`src/rtl/sts_pkg.sv`:
```
// Shared codes, field widths and types of the sorted table search block.
`timescale 1ns / 1ps
`default_nettype none

package sts_pkg;

	localparam int CmdWidth  = 2;
	localparam int WordWidth = 32;
	localparam int ModeWidth = 2;
	localparam int PosWidth  = 10;

	localparam logic [CmdWidth-1:0] CMD_CLEAR  = 2'd0;
	localparam logic [CmdWidth-1:0] CMD_APPEND = 2'd1;
	localparam logic [CmdWidth-1:0] CMD_SEARCH = 2'd2;

	localparam logic [ModeWidth-1:0] MODE_FIRST = 2'd1;
	localparam logic [ModeWidth-1:0] MODE_LAST  = 2'd2;

	typedef struct packed {
		logic                found;
		logic [PosWidth-1:0] position;
	} sts_result_t;

	typedef struct packed {
		logic eq;
		logic gt;
	} sts_cmp_t;

endpackage

`default_nettype wire

```
`src/rtl/sts_cmp.sv`:
```
// Shared signed comparator that sets a table entry against the search key.
`timescale 1ns / 1ps
`default_nettype none

module sts_cmp #(
	parameter int WIDTH = 32
) (
	input  wire logic [WIDTH-1:0] probe,
	input  wire logic [WIDTH-1:0] key,
	output sts_pkg::sts_cmp_t     result
);

	import sts_pkg::*;

	always_comb begin
		result.eq = (probe == key);
		result.gt = ($signed(probe) > $signed(key));
	end

endmodule

`default_nettype wire

```
`src/rtl/sts_ctrl.sv`:
```
// Command sequencer: table fill count, append writes and the bisection loop.
`timescale 1ns / 1ps
`default_nettype none

module sts_ctrl #(
	parameter int TABLE_DEPTH = 1024,
	parameter int DATA_WIDTH  = 32
) (
	input  wire logic                            clk,
	input  wire logic                            arst_n,
	input  wire logic                            in_valid,
	output logic                                 in_stall,
	input  wire logic [sts_pkg::CmdWidth-1:0]    cmd,
	input  wire logic [DATA_WIDTH-1:0]           word,
	input  wire logic [sts_pkg::ModeWidth-1:0]   match_mode,
	output logic                                 mem_we,
	output logic [$clog2(TABLE_DEPTH)-1:0]       mem_waddr,
	output logic [$clog2(TABLE_DEPTH)-1:0]       mem_raddr,
	input  wire logic [DATA_WIDTH-1:0]           mem_rdata,
	input  wire logic                            out_free,
	output logic                                 res_load,
	output sts_pkg::sts_result_t                 res
);

	import sts_pkg::*;

	localparam int AW = $clog2(TABLE_DEPTH);
	localparam int CW = $clog2(TABLE_DEPTH + 1);
	localparam logic [CW-1:0] DEPTH_C = CW'(TABLE_DEPTH);
	localparam logic [CW-1:0] ONE_C   = CW'(1);

	typedef enum logic [1:0] {
		ST_IDLE,
		ST_READ,
		ST_CMP,
		ST_DONE
	} state_t;

	state_t                 state_q;
	logic [CW-1:0]          count_q;
	logic [CW-1:0]          lo_q;
	logic [CW-1:0]          hi_q;
	logic [CW-1:0]          mid_q;
	logic [DATA_WIDTH-1:0]  key_q;
	logic [ModeWidth-1:0]   mode_q;
	logic                   hit_q;
	logic [CW-1:0]          pos_q;

	logic [CW-1:0]          mid;
	logic [CW-1:0]          lo_nx;
	logic [CW-1:0]          hi_nx;
	logic                   stop_nx;
	logic [CW+PosWidth-1:0] pos_ext;
	sts_cmp_t               cmp;

	sts_cmp #(
		.WIDTH(DATA_WIDTH)
	) u_cmp (
		.probe (mem_rdata),
		.key   (key_q),
		.result(cmp)
	);

	assign mid       = lo_q + ((hi_q - ONE_C - lo_q) >> 1);
	assign mem_raddr = mid[AW-1:0];
	assign mem_waddr = count_q[AW-1:0];
	assign mem_we    = (state_q == ST_IDLE) && in_valid && (cmd == CMD_APPEND)
		&& (count_q < DEPTH_C);
	assign in_stall  = (state_q != ST_IDLE);
	assign res_load  = (state_q == ST_DONE) && out_free;
	assign pos_ext   = {{PosWidth{1'b0}}, pos_q};

	always_comb begin
		res.found    = hit_q;
		res.position = pos_ext[PosWidth-1:0];
	end

	always_comb begin
		lo_nx   = lo_q;
		hi_nx   = hi_q;
		stop_nx = 1'b0;
		if (cmp.eq) begin
			if (mode_q == MODE_FIRST) begin
				hi_nx = mid_q;
			end else if (mode_q == MODE_LAST) begin
				lo_nx = mid_q + ONE_C;
			end else begin
				stop_nx = 1'b1;
			end
		end else if (cmp.gt) begin
			hi_nx = mid_q;
		end else begin
			lo_nx = mid_q + ONE_C;
		end
	end

	always_ff @(posedge clk or negedge arst_n) begin
		if (!arst_n) begin
			state_q <= ST_IDLE;
			count_q <= '0;
			lo_q    <= '0;
			hi_q    <= '0;
			mid_q   <= '0;
			key_q   <= '0;
			mode_q  <= '0;
			hit_q   <= 1'b0;
			pos_q   <= '0;
		end else begin
			case (state_q)
				ST_IDLE: begin
					if (in_valid) begin
						case (cmd)
							CMD_CLEAR: begin
								count_q <= '0;
							end
							CMD_APPEND: begin
								if (count_q < DEPTH_C) begin
									count_q <= count_q + ONE_C;
								end
							end
							CMD_SEARCH: begin
								key_q   <= word;
								mode_q  <= match_mode;
								lo_q    <= '0;
								hi_q    <= count_q;
								hit_q   <= 1'b0;
								pos_q   <= '0;
								state_q <= (count_q == '0) ? ST_DONE : ST_READ;
							end
							default: begin
							end
						endcase
					end
				end
				ST_READ: begin
					mid_q   <= mid;
					state_q <= ST_CMP;
				end
				ST_CMP: begin
					if (cmp.eq) begin
						hit_q <= 1'b1;
						pos_q <= mid_q;
					end
					lo_q    <= lo_nx;
					hi_q    <= hi_nx;
					state_q <= (stop_nx || (lo_nx >= hi_nx)) ? ST_DONE : ST_READ;
				end
				ST_DONE: begin
					if (out_free) begin
						state_q <= ST_IDLE;
					end
				end
				default: begin
					state_q <= ST_IDLE;
				end
			endcase
		end
	end

endmodule

`default_nettype wire

```
`config.mk`:
```
export PLATFORM = sky130hd
export DESIGN_NAME = sts_ctrl
export DESIGN_NICKNAME = d
export VERILOG_FILES = /design/src/rtl/sts_pkg.sv /design/src/rtl/sts_cmp.sv /design/src/rtl/sts_ctrl.sv
export SDC_FILE = /design/constraint.sdc
export NUM_CORES = 1
export LEC_CHECK = 0
export BUFFER_PORTS_ARGS = -buffer_cell sky130_fd_sc_hd__buf_4
export CAP_MARGIN = 10
export CORE_MARGIN = 8
export CORE_UTILIZATION = 29
export CTS_BUF_LIST = sky130_fd_sc_hd__clkbuf_8
export DETAILED_ROUTE_END_ITERATION = 6
export GPL_TIMING_DRIVEN = 0
export PLACE_DENSITY = 0.47
export SYNTH_ARGS = -nofsm -noshare
export SYNTH_HDL_FRONTEND = slang
export SYNTH_SLANG_ARGS = --single-unit
```
`constraint.sdc`:
```
create_clock -name clk -period 9.1 [get_ports clk]
set_input_delay 1.82 -clock clk [delete_from_list [all_inputs] [get_ports clk]]
set_output_delay 1.82 -clock clk [all_outputs]
set_load 0.005 [all_outputs]
```
==> impl_metrics.ini <==
[outcome]
outcome = finished clean

[sta]
timing.slew.headroom = 0.5298
setup_violations = 0
finClkSkew_ns = 0.01622
period_minus_slack_ns = 5.858
drv_slew = 0
max_freq_ghz = 0.1707
tns_ns = 0
rsz0062_at_grt = false
worstMarginPinSlew_ns = 0.7053
min_period_over_period = 0.6438
final_hold_viol_count = 0

[global_routing]
grt_use_total = 0.1375
grt_max_degree = 61
grt_pass1_vias = 5158
grt_pass1_wl_um = 28560
grt_overflow = 0
antenna_found_initial = 0

[job]
maxCapViolations = 0

[critical_path]
slowest_stage = or4_1
crit_path_frequent_cell = o21a_1
path_class = input pin to register
arrival_ns = 6.13
critical_path_required_ns = 9.37
crit_chain = buf_4 -> ha_1 -> nand4_2 -> or4_1 -> a21oi_1 -> nor3_2 -> xnor2_1 -> a22o_1 -> buf_2 -> mux2_1 -> ha_1 -> nor2b_1 -> o21a_1 -> o21a_1 -> o21a_1 -> o21a_1 -> o21ai_0 -> a21oi_1 -> a2bb2oi_1
crit_fanout = 10
cp-end-kind = register
slowest_delay_ns = 0.61
start_kind = input pin

[synth]
synth_area_leaders = dfrtp_1 37%, ha_1 14%, o21ai_0 5.1%, nand2_1 5.0%, inv_1 4.6%
synth_edf_count = 0
ys_async_sr_fraction = 1.000
yosysMostFrequentCell = dfrtp_1
yosysUniqueCellTypes = 57
synth_nets = 839
syn-cell-area_um2 = 6187
synth_top_area_frac = 0.3680
syn_inst = 698
yosys_warnings = 0
synth_seq_cells = 91
synthesis.area_per_instance_um2 = 8.864
synth_flop_cell = dfrtp_1
yosysSeqAreaShare = 0.3680
synth_commonest_cells = 91 x dfrtp_1, 83 x nand2_1, 75 x inv_1, 67 x ha_1, 63 x o21ai_0
synth_top_area_cell = dfrtp_1

[floorplan]
core_um2 = 20960
start_util = 0.2953
core.rowCount = 53
die_h_um = 162.1
ioPinCount = 106
dieWidth_um = 162.1
dieArea_um2 = 26270

[cts]
path_clk_slew_ns = 0.09
cts_buffer_depth = 2
cts_tree = done
cts-root-buf = clkbuf_8
clock_sinks = 91
clk_latency_ns = 0.39
post_cts_buffers = 0
cts_made_buffers = 9
post_cts_resized = 0
cts_hold_buf = 0
cts_max_level = 3

[power]
p_seq_frac = 0.218
pwr-share-comb = 0.685
p_switching_mw = 1.320
power.share.clock = 0.097
power_density_nw_per_um2 = 413.5
p_leak_nw = 3.687
switching_share = 0.4225
intPower_mw = 1.805
peakVddDrop_mv = 0.1629

[cells_and_area]
drive_above_1_share = 0.2049
area_delta_synth_final_pct = 22.16
seq_area_um2 = 2277
stdcell_area_um2 = 7559
n_fill_cell = 2288
multi_input_area_um2 = 3369
nets = 956
num_antenna_cells = 0

[drt]
drtPass1Iterations = 4
via_per_inst = 4.724
route.detailed.wl_per_inst_um = 16.28
num_vias = 5173
routed_wl_um = 17830
drc_errors = 0
drtIter0Drc = 249
ant_nets = 0

[placement]
place_congestion = 0.8324
dpl.hpwl_um = 14050
port_buffers = 105
dpl_cell_area_um2 = 7347

[hold_path]
min-delay-path-class = register to register
==> final timing paths <==
path | depth (start not counted) | end | slack (ns) | start
setup / recovery | 19 | state_q[1] | 3.24 | mem_rdata[31]
hold / removal | 2 | hit_q | 0.49 | hit_q
setup reg to reg | 19 | state_q[1] | 4.40 | key_q[31]
hold reg to reg | 2 | hit_q | 0.49 | hit_q
max in group asynchronous | 2 | count_q[2] | 7.05 | arst_n
min in group asynchronous | 1 | key_q[14] | 1.38 | arst_n
==> state kept, by name, indices dropped and copies added (netlist names) <==
register	flops
key_q	32
count_q	11
hi_q	11
lo_q	11
mid_q	11
pos_q	10
mode_q	2
state_q	2
hit_q	1
==> final cells by class <==
| cell class | count | share of cell area |
|---|---|---|
| Inverter | 75 | 0.03725 |
| Timing Repair Buffer | 106 | 0.1079 |
| Clock inverter | 5 | 0.007946 |
| Buffer | 42 | 0.03427 |
| Tap cell | 275 | 0.04552 |
| Clock buffer | 11 | 0.02003 |
| Multi-Input combinational cell | 490 | 0.4458 |
| Sequential cell | 91 | 0.3013 |
==> logic make-up (layout without fill, tap and decap cells) <==
kind of cell,Yosys count,after routing,share of synthesized area
AOI/OAI and AO/OA,157,157,0.1559
xor gates and xnor gates,31,31,0.04388
adders and majority gates,69,69,0.1420
buffers and inverters,117,239,0.08736
DFF,91,91,0.3680
muxes,24,24,0.04287
and+or+nand+nor,209,209,0.1600
==> power by group through the flow <==
stage	Combinational (mW)	Clock [mW]	Sequential, mW
global route	2.44	0.333	0.701
detailed placement	2.17	0	0.694
finish	2.14	0.304	0.681
floorplan	1.58	0	0.636
CTS	2.19	0.318	0.686
global placement	2.16	0	0.694
==> worst max-delay path: cells and delay by family <==
family / cells / cell delay [ns]
multiplexers: 1 / 0.37
buffers and inverters: 2 / 0.40
adder cells (fa/ha/maj): 2 / 0.71
AND/OR/NAND/NOR: 4 / 1.06
XOR/XNOR: 1 / 0.15
AO/OA/AOI/OAI: 9 / 1.61
==> layer usage <==
layer | vias to the layer above | GRT usage | wire length (um)
met5 | - | 0 | 0
met4 | 0 | 0.02399 | 123
met3 | 9 | 0.03898 | 889
met2 | 96 | 0.2164 | 8161
met1 | 2432 | 0.1861 | 8658
li1 | 2636 | - | -
==> layout by cell type, fill, tap and decap left out, types with 14 or more instances in the layout <==
cell type / netlist / layout
nand3_1: 26 / 26
a21oi_1: 35 / 35
xnor2_1: 21 / 21
inv_1: 75 / 75
ha_1: 67 / 67
nor2_1: 40 / 40
o21ai_0: 63 / 63
clkbuf_1: 14 / 14
nand2_1: 83 / 83
buf_4: 22 / 127
dfrtp_1: 91 / 91
==> per-stage QoR <==
step	std cells	total power, mW	utilization	hold WS [ns]	worst slack (ns)
after floorplan	698	2.212	-	0.4482	3.506
after global placement	1078	2.858	0.3493	0.4628	2.799
after detailed placement	1079	2.866	0.3506	0.4748	2.812
after CTS	1095	3.191	0.3607	0.4982	3.202
after global routing	1095	3.471	0.3607	0.5275	2.893
final	1095	3.125	0.3607	0.4869	3.242
Note: power is estimated with default switching activity, not from simulation.
